[src/design/lagavg_pkg.sv]
`timescale 1ns / 1ps
`default_nettype none
// ----------------------------------------------------------------------------
// Lag-compensated average: shared package
// Widths, register codes, reset values, command bundle and sizing helpers.
// ----------------------------------------------------------------------------
package lagavg_pkg;

   localparam int PRICE_WIDTH_DEF = 32;
   localparam int EMA_EXTRA       = 8;
   localparam int GAIN_W          = 16;
   localparam int GAIN_FRAC       = 12;
   localparam int OUT_W           = 48;
   localparam int CHUNK_W         = 32;
   localparam int DIG_W           = 16;
   localparam int EMA_SHIFT       = 16;
   localparam int CORR_SHIFT      = GAIN_FRAC + EMA_EXTRA;

   // divide-by-three of an 18-bit partial value: q = (v * RECIP) >> SHIFT
   localparam int          DIV3_RECIP_W = 19;
   localparam logic [18:0] DIV3_RECIP   = 19'd349526;
   localparam int          DIV3_SHIFT   = 20;

   localparam int          CSR_IDX_W      = 2;
   localparam logic [1:0]  CSR_EMA_ALPHA  = 2'd0;
   localparam logic [1:0]  CSR_SLOPE_GAIN = 2'd1;
   localparam logic [1:0]  CSR_CURVE_GAIN = 2'd2;

   localparam logic [15:0] ALPHA_RESET = 16'd6554;
   localparam logic [15:0] SLOPE_RESET = 16'd4506;
   localparam logic [15:0] CURVE_RESET = 16'd614;

   typedef logic [1:0] lagavg_op_type;
   localparam lagavg_op_type OP_EMA   = 2'd0;
   localparam lagavg_op_type OP_SLOPE = 2'd1;
   localparam lagavg_op_type OP_CURVE = 2'd2;

   typedef struct packed {
      logic          clear;
      logic          sum_load;
      logic          div_step;
      logic          take_m;
      logic          seed;
      logic          mul_load;
      logic          mul_step;
      logic          mul_fin;
      logic          apply;
      logic          tay_init;
      logic          tay_sat;
      logic          fin_load;
      logic          commit;
      logic          commit_tay;
      logic          out_load;
      logic          out_ready;
      lagavg_op_type op;
   } lagavg_cmd_type;

   // 32-bit slices of the largest multiplier magnitude (second difference)
   function automatic int mul_chunks(input int pw);
      return (pw + EMA_EXTRA + 1 + CHUNK_W - 1) / CHUNK_W;
   endfunction

   // 16-bit digits of the divide-by-three dividend (price sum or final sum)
   function automatic int div_digits(input int pw);
      int src;
      src = (pw + 2 > OUT_W + 2) ? pw + 2 : OUT_W + 2;
      return (src + DIG_W - 1) / DIG_W;
   endfunction

endpackage
`default_nettype wire

[src/design/lagavg_ctrl.sv]
`timescale 1ns / 1ps
`default_nettype none
// ----------------------------------------------------------------------------
// Lag-compensated average: controller
// Sequences divide, multiply and history steps for one bar at a time.
// ----------------------------------------------------------------------------
module lagavg_ctrl import lagavg_pkg::*; #(
   parameter int PRICE_WIDTH = PRICE_WIDTH_DEF
) (
   input  wire logic           clock,
   input  wire logic           reset,
   input  wire logic           req_valid,
   input  wire logic           req_restart,
   output logic                req_stall,
   output logic                rsp_valid,
   input  wire logic           rsp_stall,
   output lagavg_cmd_type      cmd
);

   localparam int NC      = mul_chunks(PRICE_WIDTH);
   localparam int ND      = div_digits(PRICE_WIDTH);
   localparam int CNT_MAX = (ND > NC) ? ND : NC;
   localparam int CNT_W   = $clog2(CNT_MAX);

   localparam logic [2:0] BARS_FULL = 3'd4;
   localparam logic [2:0] BARS_TAY  = 3'd3;

   localparam logic [3:0] S_IDLE   = 4'd0;
   localparam logic [3:0] S_DIV    = 4'd1;
   localparam logic [3:0] S_TAKE   = 4'd2;
   localparam logic [3:0] S_MLOAD  = 4'd3;
   localparam logic [3:0] S_MSTEP  = 4'd4;
   localparam logic [3:0] S_MFIN   = 4'd5;
   localparam logic [3:0] S_APPLY  = 4'd6;
   localparam logic [3:0] S_SAT    = 4'd7;
   localparam logic [3:0] S_FLOAD  = 4'd8;
   localparam logic [3:0] S_FDIV   = 4'd9;
   localparam logic [3:0] S_COMMIT = 4'd10;
   localparam logic [3:0] S_OUT    = 4'd11;

   logic [3:0]       state_ff, state_in;
   logic [CNT_W-1:0] cnt_ff, cnt_in;
   lagavg_op_type    op_ff, op_in;
   logic [2:0]       count_ff, count_in;
   logic             ready_ff, ready_in;
   logic             rsp_valid_ff, rsp_valid_in;
   logic [2:0]       n_next;

   assign n_next    = (count_ff < BARS_FULL) ? count_ff + 3'd1 : BARS_FULL;
   assign req_stall = (state_ff != S_IDLE);
   assign rsp_valid = rsp_valid_ff;

   always_comb begin
      cmd      = '0;
      state_in = state_ff;
      cnt_in   = cnt_ff;
      op_in    = op_ff;
      count_in = count_ff;
      ready_in = ready_ff;
      cmd.op   = op_ff;
      unique case (state_ff)
         S_IDLE: begin
            if (req_valid) begin
               if (req_restart) begin
                  cmd.clear = 1'b1;
                  count_in  = '0;
                  ready_in  = 1'b0;
                  state_in  = S_OUT;
               end else begin
                  cmd.sum_load = 1'b1;
                  cnt_in       = '0;
                  state_in     = S_DIV;
               end
            end
         end
         S_DIV: begin
            cmd.div_step = 1'b1;
            cnt_in       = cnt_ff + 1'b1;
            if (cnt_ff == CNT_W'(ND - 1)) begin
               state_in = S_TAKE;
            end
         end
         S_TAKE: begin
            cmd.take_m = 1'b1;
            if (count_ff == '0) begin
               cmd.seed = 1'b1;
               state_in = S_COMMIT;
            end else begin
               op_in    = OP_EMA;
               state_in = S_MLOAD;
            end
         end
         S_MLOAD: begin
            cmd.mul_load = 1'b1;
            cnt_in       = '0;
            state_in     = S_MSTEP;
         end
         S_MSTEP: begin
            cmd.mul_step = 1'b1;
            cnt_in       = cnt_ff + 1'b1;
            if (cnt_ff == CNT_W'(NC - 1)) begin
               state_in = S_MFIN;
            end
         end
         S_MFIN: begin
            cmd.mul_fin = 1'b1;
            state_in    = S_APPLY;
         end
         S_APPLY: begin
            cmd.apply = 1'b1;
            unique case (op_ff)
               OP_EMA: begin
                  if (n_next >= BARS_TAY) begin
                     cmd.tay_init = 1'b1;
                     op_in        = OP_SLOPE;
                     state_in     = S_MLOAD;
                  end else begin
                     state_in = S_COMMIT;
                  end
               end
               OP_SLOPE: begin
                  op_in    = OP_CURVE;
                  state_in = S_MLOAD;
               end
               default: begin
                  state_in = S_SAT;
               end
            endcase
         end
         S_SAT: begin
            cmd.tay_sat = 1'b1;
            state_in    = (n_next == BARS_FULL) ? S_FLOAD : S_COMMIT;
         end
         S_FLOAD: begin
            cmd.fin_load = 1'b1;
            cnt_in       = '0;
            state_in     = S_FDIV;
         end
         S_FDIV: begin
            cmd.div_step = 1'b1;
            cnt_in       = cnt_ff + 1'b1;
            if (cnt_ff == CNT_W'(ND - 1)) begin
               state_in = S_COMMIT;
            end
         end
         S_COMMIT: begin
            cmd.commit     = 1'b1;
            cmd.commit_tay = (n_next >= BARS_TAY);
            count_in       = n_next;
            ready_in       = (n_next == BARS_FULL);
            state_in       = S_OUT;
         end
         S_OUT: begin
            if (!rsp_valid_ff || !rsp_stall) begin
               cmd.out_load  = 1'b1;
               cmd.out_ready = ready_ff;
               state_in      = S_IDLE;
            end
         end
         default: begin
            state_in = S_IDLE;
         end
      endcase
   end

   always_comb begin
      rsp_valid_in = rsp_valid_ff;
      if (cmd.out_load) begin
         rsp_valid_in = 1'b1;
      end else if (!rsp_stall) begin
         rsp_valid_in = 1'b0;
      end
   end

   always_ff @(posedge clock) begin
      if (reset) begin
         state_ff     <= S_IDLE;
         cnt_ff       <= '0;
         op_ff        <= OP_EMA;
         count_ff     <= '0;
         ready_ff     <= 1'b0;
         rsp_valid_ff <= 1'b0;
      end else begin
         state_ff     <= state_in;
         cnt_ff       <= cnt_in;
         op_ff        <= op_in;
         count_ff     <= count_in;
         ready_ff     <= ready_in;
         rsp_valid_ff <= rsp_valid_in;
      end
   end

   a_count_range: assert property (@(posedge clock) disable iff (reset)
      count_ff <= BARS_FULL)
      else $error("bar count beyond four");

   a_sat_after_curve: assert property (@(posedge clock) disable iff (reset)
      state_ff == S_SAT |-> op_ff == OP_CURVE)
      else $error("saturation reached before the curve term");

   a_final_needs_history: assert property (@(posedge clock) disable iff (reset)
      state_ff == S_FLOAD |-> count_ff >= BARS_TAY)
      else $error("final average started with fewer than three bars");

   a_restart_not_ready: assert property (@(posedge clock) disable iff (reset)
      (state_ff == S_IDLE && req_valid && req_restart) |=>
         (state_ff == S_OUT && !ready_ff && count_ff == '0))
      else $error("restart did not clear history");

endmodule
`default_nettype wire

[src/design/lagavg_dp.sv]
`timescale 1ns / 1ps
`default_nettype none
// ----------------------------------------------------------------------------
// Lag-compensated average: datapath
// Divide-by-three unit, shared 16x32 multiplier, history and result registers.
// ----------------------------------------------------------------------------
module lagavg_dp import lagavg_pkg::*; #(
   parameter int PRICE_WIDTH = PRICE_WIDTH_DEF
) (
   input  wire logic                   clock,
   input  wire logic                   reset,
   input  wire lagavg_cmd_type         cmd,
   input  wire logic                   csr_write_enable,
   input  wire logic [CSR_IDX_W-1:0]   csr_index,
   input  wire logic [GAIN_W-1:0]      csr_write_data,
   input  wire logic [PRICE_WIDTH-1:0] req_high_price,
   input  wire logic [PRICE_WIDTH-1:0] req_low_price,
   input  wire logic [PRICE_WIDTH-1:0] req_close_price,
   output logic [OUT_W-1:0]            rsp_average_value,
   output logic                        rsp_ready_res
);

   localparam int PW     = PRICE_WIDTH;
   localparam int EW     = PW + EMA_EXTRA;
   localparam int DW     = EW + 2;
   localparam int MAG_W  = EW + 1;
   localparam int NC     = mul_chunks(PW);
   localparam int MPAD   = NC * CHUNK_W;
   localparam int ACC_W  = MPAD + GAIN_W;
   localparam int CORR_W = ACC_W - CORR_SHIFT;
   localparam int ND     = div_digits(PW);
   localparam int DIV_W  = ND * DIG_W;
   localparam int TW     = (MPAD - 1 > OUT_W + 1) ? MPAD - 1 : OUT_W + 1;
   localparam int FW     = OUT_W + 2;
   localparam int V_W    = DIG_W + 2;
   localparam int PROD_W = CHUNK_W + GAIN_W;

   // configuration
   logic [GAIN_W-1:0] alpha_ff, slope_ff, curve_ff;

   // history
   logic [PW-1:0]    h0_ff, h1_ff;
   logic [EW-1:0]    ema_ff, eh0_ff;
   logic [OUT_W-1:0] prev_corr_ff;

   // working registers
   logic [DIV_W-1:0]  div_ff, quo_ff;
   logic [1:0]        rem_ff;
   logic [PW-1:0]     m_ff;
   logic [EW-1:0]     prev_ema_ff;
   logic [MPAD-1:0]   mag_ff;
   logic              msign_ff;
   logic [GAIN_W-1:0] gain_ff;
   logic [PROD_W-1:0] prod_ff;
   logic [ACC_W-1:0]  acc_ff;
   logic [TW-1:0]     tay_acc_ff;
   logic [OUT_W-1:0]  tay_ff;
   logic              fsign_ff;
   logic [OUT_W-1:0]  rsp_value_ff;
   logic              rsp_ready_ff;

   // ---- divide by three, one 16-bit digit per cycle, MSB first ----
   logic [PW+1:0]                 price_sum;
   logic [V_W-1:0]                div_v;
   logic [V_W+DIV3_RECIP_W-1:0]   div_prod;
   logic [DIG_W-1:0]              div_q;
   logic [V_W-1:0]                div_rem_full;

   assign price_sum = {2'b00, req_high_price} + {2'b00, req_low_price}
                    + {2'b00, req_close_price};
   assign div_v        = {rem_ff, div_ff[DIV_W-1 -: DIG_W]};
   assign div_prod     = div_v * DIV3_RECIP;
   assign div_q        = div_prod[DIV3_SHIFT +: DIG_W];
   assign div_rem_full = div_v - ({1'b0, div_q, 1'b0} + {2'b00, div_q});

   // ---- multiplier operand: signed difference and its magnitude ----
   logic [DW-1:0]     m_ext, ema_ext, prev_ext, eh_ext;
   logic [DW-1:0]     d_pos, d_neg;
   logic [MAG_W-1:0]  d_mag;
   logic [GAIN_W-1:0] gain_sel;

   assign m_ext    = {2'b00, m_ff, {EMA_EXTRA{1'b0}}};
   assign ema_ext  = {2'b00, ema_ff};
   assign prev_ext = {2'b00, prev_ema_ff};
   assign eh_ext   = {2'b00, eh0_ff};

   always_comb begin
      unique case (cmd.op)
         OP_EMA: begin
            d_pos    = m_ext - ema_ext;
            d_neg    = ema_ext - m_ext;
            gain_sel = alpha_ff;
         end
         OP_SLOPE: begin
            d_pos    = ema_ext - prev_ext;
            d_neg    = prev_ext - ema_ext;
            gain_sel = slope_ff;
         end
         default: begin
            d_pos    = ema_ext + eh_ext - {prev_ext[DW-2:0], 1'b0};
            d_neg    = {prev_ext[DW-2:0], 1'b0} - ema_ext - eh_ext;
            gain_sel = curve_ff;
         end
      endcase
   end

   assign d_mag = d_pos[DW-1] ? d_neg[MAG_W-1:0] : d_pos[MAG_W-1:0];

   // ---- shared multiplier: 32-bit slice per cycle, accumulate MSB first ----
   logic [PROD_W-1:0] prod_next;
   logic [ACC_W-1:0]  acc_next;

   assign prod_next = mag_ff[MPAD-1 -: CHUNK_W] * gain_ff;
   assign acc_next  = (acc_ff << CHUNK_W) + ACC_W'(prod_ff);

   // ---- applying a product ----
   logic [EW-1:0]     ema_q, ema_upd;
   logic [CORR_W-1:0] corr_q;
   logic [TW-1:0]     tay_upd;
   logic [PW+2:0]     wma_sum;

   assign ema_q   = acc_ff[EMA_SHIFT +: EW];
   assign ema_upd = msign_ff ? ema_ff - ema_q : ema_ff + ema_q;
   assign corr_q  = acc_ff[ACC_W-1:CORR_SHIFT];
   assign tay_upd = msign_ff ? tay_acc_ff - TW'(corr_q) : tay_acc_ff + TW'(corr_q);
   assign wma_sum = {1'b0, m_ff, 2'b00} + {2'b00, h0_ff, 1'b0}
                  + {3'b000, h0_ff} + {3'b000, h1_ff};

   // ---- saturation to the signed output range ----
   logic [TW-OUT_W:0] tay_hi;
   logic [OUT_W-1:0]  tay_sat_val;

   assign tay_hi = tay_acc_ff[TW-1:OUT_W-1];

   always_comb begin
      if (!tay_acc_ff[TW-1] && (|tay_hi)) begin
         tay_sat_val = {1'b0, {(OUT_W-1){1'b1}}};
      end else if (tay_acc_ff[TW-1] && !(&tay_hi)) begin
         tay_sat_val = {1'b1, {(OUT_W-1){1'b0}}};
      end else begin
         tay_sat_val = tay_acc_ff[OUT_W-1:0];
      end
   end

   // ---- final 4-2 average: (2*T0 + T1) / 3 toward zero ----
   logic [FW-1:0]    fin_t2, fin_p, fin_pos, fin_neg, fin_mag;
   logic [OUT_W-1:0] fin_q, fin_val;

   assign fin_t2  = {tay_ff[OUT_W-1], tay_ff, 1'b0};
   assign fin_p   = {{2{prev_corr_ff[OUT_W-1]}}, prev_corr_ff};
   assign fin_pos = fin_t2 + fin_p;
   assign fin_neg = '0 - fin_t2 - fin_p;
   assign fin_mag = fin_pos[FW-1] ? fin_neg : fin_pos;
   assign fin_q   = quo_ff[OUT_W-1:0];
   assign fin_val = fsign_ff ? '0 - fin_q : fin_q;

   // configuration and history
   always_ff @(posedge clock) begin
      if (reset) begin
         alpha_ff     <= ALPHA_RESET;
         slope_ff     <= SLOPE_RESET;
         curve_ff     <= CURVE_RESET;
         h0_ff        <= '0;
         h1_ff        <= '0;
         ema_ff       <= '0;
         eh0_ff       <= '0;
         prev_corr_ff <= '0;
      end else begin
         if (csr_write_enable) begin
            unique case (csr_index)
               CSR_EMA_ALPHA:  alpha_ff <= csr_write_data;
               CSR_SLOPE_GAIN: slope_ff <= csr_write_data;
               CSR_CURVE_GAIN: curve_ff <= csr_write_data;
               default: begin
               end
            endcase
         end
         if (cmd.clear) begin
            h0_ff        <= '0;
            h1_ff        <= '0;
            ema_ff       <= '0;
            eh0_ff       <= '0;
            prev_corr_ff <= '0;
         end else begin
            if (cmd.take_m && cmd.seed) begin
               ema_ff <= {quo_ff[PW-1:0], {EMA_EXTRA{1'b0}}};
            end else if (cmd.apply && cmd.op == OP_EMA) begin
               ema_ff <= ema_upd;
            end
            if (cmd.commit) begin
               h1_ff  <= h0_ff;
               h0_ff  <= m_ff;
               eh0_ff <= prev_ema_ff;
               if (cmd.commit_tay) begin
                  prev_corr_ff <= tay_ff;
               end
            end
         end
      end
   end

   // working registers
   always_ff @(posedge clock) begin
      if (cmd.sum_load) begin
         div_ff <= DIV_W'(price_sum);
         rem_ff <= '0;
      end else if (cmd.fin_load) begin
         div_ff   <= DIV_W'(fin_mag);
         rem_ff   <= '0;
         fsign_ff <= fin_pos[FW-1];
      end else if (cmd.div_step) begin
         div_ff <= {div_ff[DIV_W-DIG_W-1:0], {DIG_W{1'b0}}};
         rem_ff <= div_rem_full[1:0];
         quo_ff <= {quo_ff[DIV_W-DIG_W-1:0], div_q};
      end

      if (cmd.take_m) begin
         m_ff        <= quo_ff[PW-1:0];
         prev_ema_ff <= ema_ff;
      end

      if (cmd.mul_load) begin
         mag_ff   <= MPAD'(d_mag);
         msign_ff <= d_pos[DW-1];
         gain_ff  <= gain_sel;
         prod_ff  <= '0;
         acc_ff   <= '0;
      end else if (cmd.mul_step) begin
         mag_ff  <= mag_ff << CHUNK_W;
         prod_ff <= prod_next;
         acc_ff  <= acc_next;
      end else if (cmd.mul_fin) begin
         acc_ff <= acc_next;
      end

      if (cmd.tay_init) begin
         tay_acc_ff <= TW'(wma_sum[PW+2:3]);
      end else if (cmd.apply && cmd.op != OP_EMA) begin
         tay_acc_ff <= tay_upd;
      end

      if (cmd.tay_sat) begin
         tay_ff <= tay_sat_val;
      end

      if (cmd.out_load) begin
         rsp_value_ff <= cmd.out_ready ? fin_val : '0;
         rsp_ready_ff <= cmd.out_ready;
      end
   end

   assign rsp_average_value = rsp_value_ff;
   assign rsp_ready_res     = rsp_ready_ff;

   a_rem_below_three: assert property (@(posedge clock) disable iff (reset)
      cmd.div_step |-> rem_ff != 2'd3)
      else $error("divide-by-three remainder out of range");

endmodule
`default_nettype wire

[src/design/one_bar_lag_moving_average.sv]
`timescale 1ns / 1ps
`default_nettype none
// ----------------------------------------------------------------------------
// One-bar-lag moving average
// Typical price, exponential average and a lag-compensated weighted average.
// ----------------------------------------------------------------------------
// Throughput: one bar at a time. A full bar (fourth onwards) runs the divider on 16-bit
//   digits, three products through the 16x32 multiplier in 32-bit slices and the final
//   divide; bars one to three take shorter paths, and a restart only clears history and
//   returns a result that is not ready. Reset: synchronous; clears history.
// ----------------------------------------------------------------------------
module one_bar_lag_moving_average import lagavg_pkg::*; #(
   parameter int PRICE_WIDTH = PRICE_WIDTH_DEF
) (
   input  wire logic                   clock,
   input  wire logic                   reset,

   // bar input
   input  wire logic                   req_valid,
   output logic                        req_stall,
   input  wire logic [PRICE_WIDTH-1:0] req_high_price,
   input  wire logic [PRICE_WIDTH-1:0] req_low_price,
   input  wire logic [PRICE_WIDTH-1:0] req_close_price,
   input  wire logic                   req_restart,

   // result output
   output logic                        rsp_valid,
   input  wire logic                   rsp_stall,
   output logic [OUT_W-1:0]            rsp_average_value,
   output logic                        rsp_ready_res,

   // configuration writes
   input  wire logic                   csr_write_enable,
   input  wire logic [CSR_IDX_W-1:0]   csr_index,
   input  wire logic [GAIN_W-1:0]      csr_write_data
);

   // Command bundle from the sequencer to the datapath. Each cycle the
   // controller raises the steps to perform: digit steps of the divider,
   // slices of the shared multiplier, application of a product to the
   // exponential average or to the weighted sum, and the history update.
   lagavg_cmd_type cmd;

   // Controller: holds the bar count (saturating at four), the step
   // counter, the operand select and the result-valid flag. It accepts a
   // transaction only from idle, but does so while the previous result is
   // still waiting in the output register; it only waits before loading
   // that register again.
   lagavg_ctrl #(
      .PRICE_WIDTH (PRICE_WIDTH)
   ) u_ctrl (
      .clock       (clock),
      .reset       (reset),
      .req_valid   (req_valid),
      .req_restart (req_restart),
      .req_stall   (req_stall),
      .rsp_valid   (rsp_valid),
      .rsp_stall   (rsp_stall),
      .cmd         (cmd)
   );

   // Datapath: the typical price is the price sum divided by three, one
   // 16-bit digit per cycle; the same unit later forms the final
   // (2*T0 + T1)/3. Every gain product goes through one 16x32 multiplier,
   // accumulated slice by slice, with the magnitude taken beforehand so
   // the shifted product truncates toward zero. The configuration
   // registers sit here too, written straight from the port.
   lagavg_dp #(
      .PRICE_WIDTH (PRICE_WIDTH)
   ) u_dp (
      .clock             (clock),
      .reset             (reset),
      .cmd               (cmd),
      .csr_write_enable  (csr_write_enable),
      .csr_index         (csr_index),
      .csr_write_data    (csr_write_data),
      .req_high_price    (req_high_price),
      .req_low_price     (req_low_price),
      .req_close_price   (req_close_price),
      .rsp_average_value (rsp_average_value),
      .rsp_ready_res     (rsp_ready_res)
   );

endmodule
`default_nettype wire

[config.mk]
export PLATFORM = sky130hd
export DESIGN_NAME = one_bar_lag_moving_average
export DESIGN_NICKNAME = d
export VERILOG_FILES = /design/src/design/lagavg_pkg.sv /design/src/design/lagavg_ctrl.sv /design/src/design/lagavg_dp.sv /design/src/design/one_bar_lag_moving_average.sv
export SDC_FILE = /design/constraint.sdc
export NUM_CORES = 2
export LEC_CHECK = 0
export ABC_AREA = 0
export ABC_CLOCK_PERIOD_IN_PS = 6600
export BUFFER_PORTS_ARGS = -buffer_cell sky130_fd_sc_hd__buf_4
export CAP_MARGIN = 0
export CORE_MARGIN = 5
export CORE_UTILIZATION = 30
export CTS_BUF_LIST = sky130_fd_sc_hd__clkbuf_2
export DETAILED_ROUTE_END_ITERATION = 8
export REMOVE_ABC_BUFFERS = 1
export SYNTH_ARGS = -nofsm -noshare
export SYNTH_HDL_FRONTEND = slang
export SYNTH_HIERARCHICAL = 1
export SYNTH_SLANG_ARGS = --single-unit
[constraint.sdc]
create_clock -name clock -period 6.6 [get_ports clock]
set_input_delay 1.32 -clock clock [delete_from_list [all_inputs] [get_ports clock]]
set_output_delay 1.32 -clock clock [all_outputs]
set_load 0.02 [all_outputs]
-- Word level (Yosys, flattened, before mapping)
Index checks and enable logic that the tools add are counted.
- bits in registers: 809
- input port bits: 120
- output and inout bits: 51
- word-level logic and storage cells: 202
- muxes and demuxes: 65
- reduce and logical (&&, ||, !) cells: 43
- order comparisons: 2
- multiply operators: 2
- eq/ne operators: 28
- bitwise gates (word level): 2
- add/subtract/negate cells: 26
- operators with widths (operator ; number):
    40-bit by 40-bit subtractor with 41-bit output ; 4
    80-bit 2-to-1 mux ; 2
    50-bit 2-to-1 mux ; 3
    41-bit 2-to-1 mux ; 3
    40-bit 2-to-1 mux ; 3
    48-bit 2-to-1 mux ; 2
    42-bit one-hot mux with 2 select lines ; 1
    41-bit one-hot mux with 2 select lines ; 1
    41-bit by 40-bit subtractor with 41-bit output ; 2
    80-bit by 48-bit adder with 80-bit output ; 1
    35-bit by 32-bit adder with 35-bit output ; 2
    32-bit 2-to-1 mux ; 2
    63-bit by 60-bit adder with 63-bit output ; 1
    63-bit 2-to-1 mux ; 1
    63-bit by 60-bit subtractor with 63-bit output ; 1
    49-bit by 48-bit adder with 50-bit output ; 1
    1-bit by 49-bit subtractor with 50-bit output (first input constant) ; 1
    50-bit subtractor ; 1
    32-bit by 16-bit multiplier with 48-bit output ; 1
    4-bit one-hot mux with 12 select lines ; 1
    1-bit by 48-bit subtractor with 48-bit output (first input constant) ; 1
    42-bit by 41-bit subtractor with 42-bit output ; 1
    40-bit by 40-bit adder with 41-bit output ; 1
    40-bit adder ; 1
    other kinds (51) ; 130

-- Longest topological paths before layout
- word-level depth: 9
- mapped depth: 27
- mapped depth without buffers: 26

-- Hierarchy
Netlist, hierarchy kept.
- by module, submodules not included (module ; instances ; cells an instance ; sequential area each (um^2) ; area an instance (um^2)):
    lagavg_dp ; 1 ; 9996 ; 19358.6 ; 85692.2
    lagavg_ctrl ; 1 ; 136 ; 260.2 ; 982.2

-- Least setup slack after synthesis
No wires, ideal clock.
- path type: flip-flop to flip-flop
- start point: reg u_ctrl.state_ff[2]
- end point: reg u_dp.ema_ff[13]
- buffers on the path: 3
- setup slack: -0.497 ns
- arrival: 7.006 ns
- period minus slack after synthesis: 7.097 ns
- stages on the path, launching flop included: 8
- data required time: 6.509 ns
- setup time: 0.091 ns
- cell sequence: dfxtp_1 > buf_4 > nand2b_1 > nor3_1 > nand2_1 > clkbuf_1 > clkbuf_1 > a311oi_1
- RTL lines (what ; RTL line ; source):
    from (decl) ; lagavg_ctrl.sv:41 ; logic [3:0] state_ff, state_in;
    from (signal assigned) ; lagavg_ctrl.sv:184 ; state_ff <= state_in;
    to (signal assigned) ; lagavg_dp.sv:186 ; ema_ff <= {quo_ff[PW-1:0], {EMA_EXTRA{1'b0}}};
    to (signal assigned) ; lagavg_dp.sv:188 ; ema_ff <= ema_upd;
    to (decl) ; lagavg_dp.sv:43 ; logic [EW-1:0] ema_ff, eh0_ff;

-- Worst setup path in the final report
- start point: reg u_dp.gain_ff[4]
- end point: reg u_dp.prod_ff[46]
- word-level cells in the longest chain between the ends: 1
- RTL lines (what ; RTL line ; source):
    from (decl) ; lagavg_dp.sv:53 ; logic [GAIN_W-1:0] gain_ff;
    from (signal assigned) ; lagavg_dp.sv:225 ; gain_ff <= gain_sel;
    32-bit by 16-bit multiplier with 48-bit output ; lagavg_dp.sv:113 ; assign prod_next = mag_ff[MPAD-1 -: CHUNK_W] * gain_ff;
    to (signal assigned) ; lagavg_dp.sv:230 ; prod_ff <= prod_next;
    to (decl) ; lagavg_dp.sv:54 ; logic [PROD_W-1:0] prod_ff;
Every way passes these cells.
A chain may end at the register's enable or synchronous reset.

==> metrics.md <==
| Metric | Value |
|---|---|
| First-pass GRT wire length | 421000 microns |
| Yosys warns | 6 |
| Crit end category | register |
| Max Transition Viols Final | 0 |
| Worst Hold Class | primary input to register |
| Setup CP Type | register to register |
| Seq/Total Area, Yosys | 22.6% |
| Antenna Violating Nets Remaining | 0 |
| FMAX | 152 MHz |
| Synth top area cells | fa_1 (15%), ha_1 (12%), edfxtp_1 (12%) |
| Tmin final | 6570 ps |
| Commonest cells post-synth | inv_1 (1148), nand2_1 (1038), ha_1 (834), a21oi_1 (823), nor2_1 (737) |
| DRC Markers | 0 |
| Die height | 548 microns |
| Ys async rst share | 0% |
| Period utilisation layout | 99.6% |
| Seq cells post-synth | 809 |
| Htree depth | 4 |
| Top-area cell type share of the netlist area | 15.5% |
| Top-count cell post-synth | inv_1 |
| GRT Util Overall | 17.6% |
| Final core utilization | 33.7% |
| Die W | 548 microns |
| WP data arrival | 8000 ps |
| RSZ-0062 raised after global routing | yes |
| Slowest-stage cell, CP | fa_2 |
| # setup viols final | 0 |
| Synth area leader | fa_1 |
| Clk_lat worst skew | 1680 ps |
| CP Launch Type | register |
| Vias per inst | 5.12 |
| 1st-iter DRT viols | 6263 |
| CTS root buffer | clkbuf_2 |
| Outcome | complete, no violations |
| Synthesized instance count | 10100 |
| Vias in the first global route | 71600 |
| Worst Skew | 240 ps |
| Core area | 0.288 sq mm |
| Initial antenna violation count | 16 |
| Slew @ Worst Pin | 1160 ps |
| Largest net degree at the start of global routing | 141 |
| Initial Util | 30.1% |
| Layout area overhead | 11.9% |
| Post-DP HPWL | 216000 microns |
| Critical Path Fanout Max | 5 |
| Drt wl/cell | 19.1 microns |
| Mapped Area | 0.0867 sq mm |
| CTS tree | done |
| Total Wirelength | 275000 microns |
| Critical path buffers and inverters | 7 |
| Delay-heaviest family, CP | adder cells |
| Most frequent cell on the critical path | fa_2 |
| Worst-path clk slew | 130 ps |
| Layout cell share with drive strength beyond 1 | 10.6% |
| RD Place Congestion | 0.924 |
| Mean Syn Cell Area | 8.55 sq um |
| Final Hold Fails | 0 |
| Port bufs | 170 |
| Die ar. | 0.300 sq mm |
| Synth cell types | 98 |
| Number of max-cap violations | 0 |
| Max Buffers Root-to-Sink | 4 |
| Vias | 73700 |
| Grt total ovfl | 0 |
| Relative slew slack | 21.5% |
| Synth Flop Type | dfxtp_1 |
| Worst EP required | 8020 ps |
| Row count | 197 |
| Drt first pass iters | 8 |
| Number of enable flip-flop cells after synthesis | 342 |
| I/O pin count | 171 |
| Design area | 0.0969 sq mm |
| Final #Nets | 12000 |
| Slowest stage delay, CP | 560 ps |
| Clock sinks | 809 |
| CTS buffer count | 232 |
| Dpl cell area | 0.0937 sq mm |
==> worst register-to-register path: cells and delay by family (launching register included) <==
family / cells / cell delay, ps
flip-flops: 1 / 440
adder cells (fa/ha/maj): 7 / 3210
AO/OA/AOI/OAI: 8 / 1370
AND/OR/NAND/NOR: 5 / 820
buffers and inverters: 7 / 650
==> area by class of cell <==
| type | instances | area (sq um) |
|---|---|---|
| diodes | 5 | 12.5 |
| clock buffers | 338 | 1690 |
| clock inverters | 85 | 407 |
| fillers | 30200 | 191000 |
| inverters | 1153 | 4340 |
| multi-input cells | 7679 | 61600 |
| flip-flops and latches | 809 | 19600 |
| well taps | 3781 | 4730 |
| repair buffers | 536 | 4510 |
==> cell usage in the layout (no fill, tap or decap), types with 218 or more instances in the layout <==
| cell type | count |
|---|---|
| mux2i_1 | 228 |
| clkbuf_2 | 338 |
| ha_1 | 812 |
| inv_1 | 1126 |
| buf_4 | 474 |
| fa_1 | 655 |
| a21o_1 | 301 |
| o21ai_0 | 441 |
| nand2_1 | 1034 |
| nor2_1 | 727 |
| dfxtp_1 | 458 |
| and2_1 | 287 |
| xnor2_1 | 455 |
| xor2_1 | 218 |
| edfxtp_1 | 342 |
| a21oi_1 | 799 |
==> logic make-up (layout without fill, tap and decap cells) <==
logic type	after synthesis	after routing	share of synthesized area, %
AO/OA/AOI/OAI	2423	2423	17.7
XOR/XNOR	676	676	6.83
buffers and inverters	1644	2112	7.16
adder cells (fa/ha/maj)	1505	1505	27.5
flip-flops	809	809	22.6
other	0	5	0
multiplexers	245	245	2.93
AND/OR/NAND/NOR	2830	2830	15.2
==> stage by stage <==
stage	setup TNS [ps]	setup WS, ps	hold WS [ps]	std cells
floorplan	-973160	-4650	430	9641
global placement	-150	-124	441	13900
detailed placement	-489	-201	447	13900
CTS	-31.1	-31.1	12.9	14400
global route	-1320	-195	82.0	14400
finish	0	26.8	255	14400
==> layer usage <==
metal	up-vias	routed length, microns	GRT usage [%]
met5	-	49	0
met2	2276	124000	28.2
met1	35700	125000	24.5
li1	35200	-	-
met4	8	9540	5.89
met3	480	17000	2.36
==> path summary, 6_finish.rpt <==
| path | from | to | slack (ps) | depth (start not counted) |
|---|---|---|---|---|
| setup / recovery | u_dp/gain_ff[4] | u_dp/prod_ff[46] | 30 | 27 |
| hold / removal | req_close_price[0] | u_dp/div_ff[0] | 260 | 4 |
| setup reg to reg | u_dp/gain_ff[4] | u_dp/prod_ff[46] | 30 | 27 |
| hold reg to reg | u_dp/h0_ff[0] | u_dp/h1_ff[0] | 450 | 2 |
==> flip-flops by register name, indices dropped and copies added (netlist names), 32 cells and up <==
register                cells
u_dp/acc_ff                80
u_dp/div_ff                64
u_dp/mag_ff                64
u_dp/tay_acc_ff            63
u_dp/prev_corr_ff          48
u_dp/prod_ff               48
u_dp/quo_ff                48
u_dp/rsp_average_value     48
u_dp/tay_ff                48
u_dp/eh0_ff                40
u_dp/ema_ff                40
u_dp/prev_ema_ff           40
u_dp/h0_ff                 32
u_dp/h1_ff                 32
u_dp/m_ff                  32
==> repair_timing <==
item / CTS / global route
setup buffers: 1 / 19
setup endpoints to repair: 13 / 32
gates cloned: 0 / 3
endpoints found under the hold margin: 58 / 0
resized for setup: 11 / 172
hold buffers: 19 / 0
pin swaps: 3 / 49
Power is left out: the tool's default activity adds up to more than one toggle a clock period on the data nets, which glitch-free logic cannot reach.
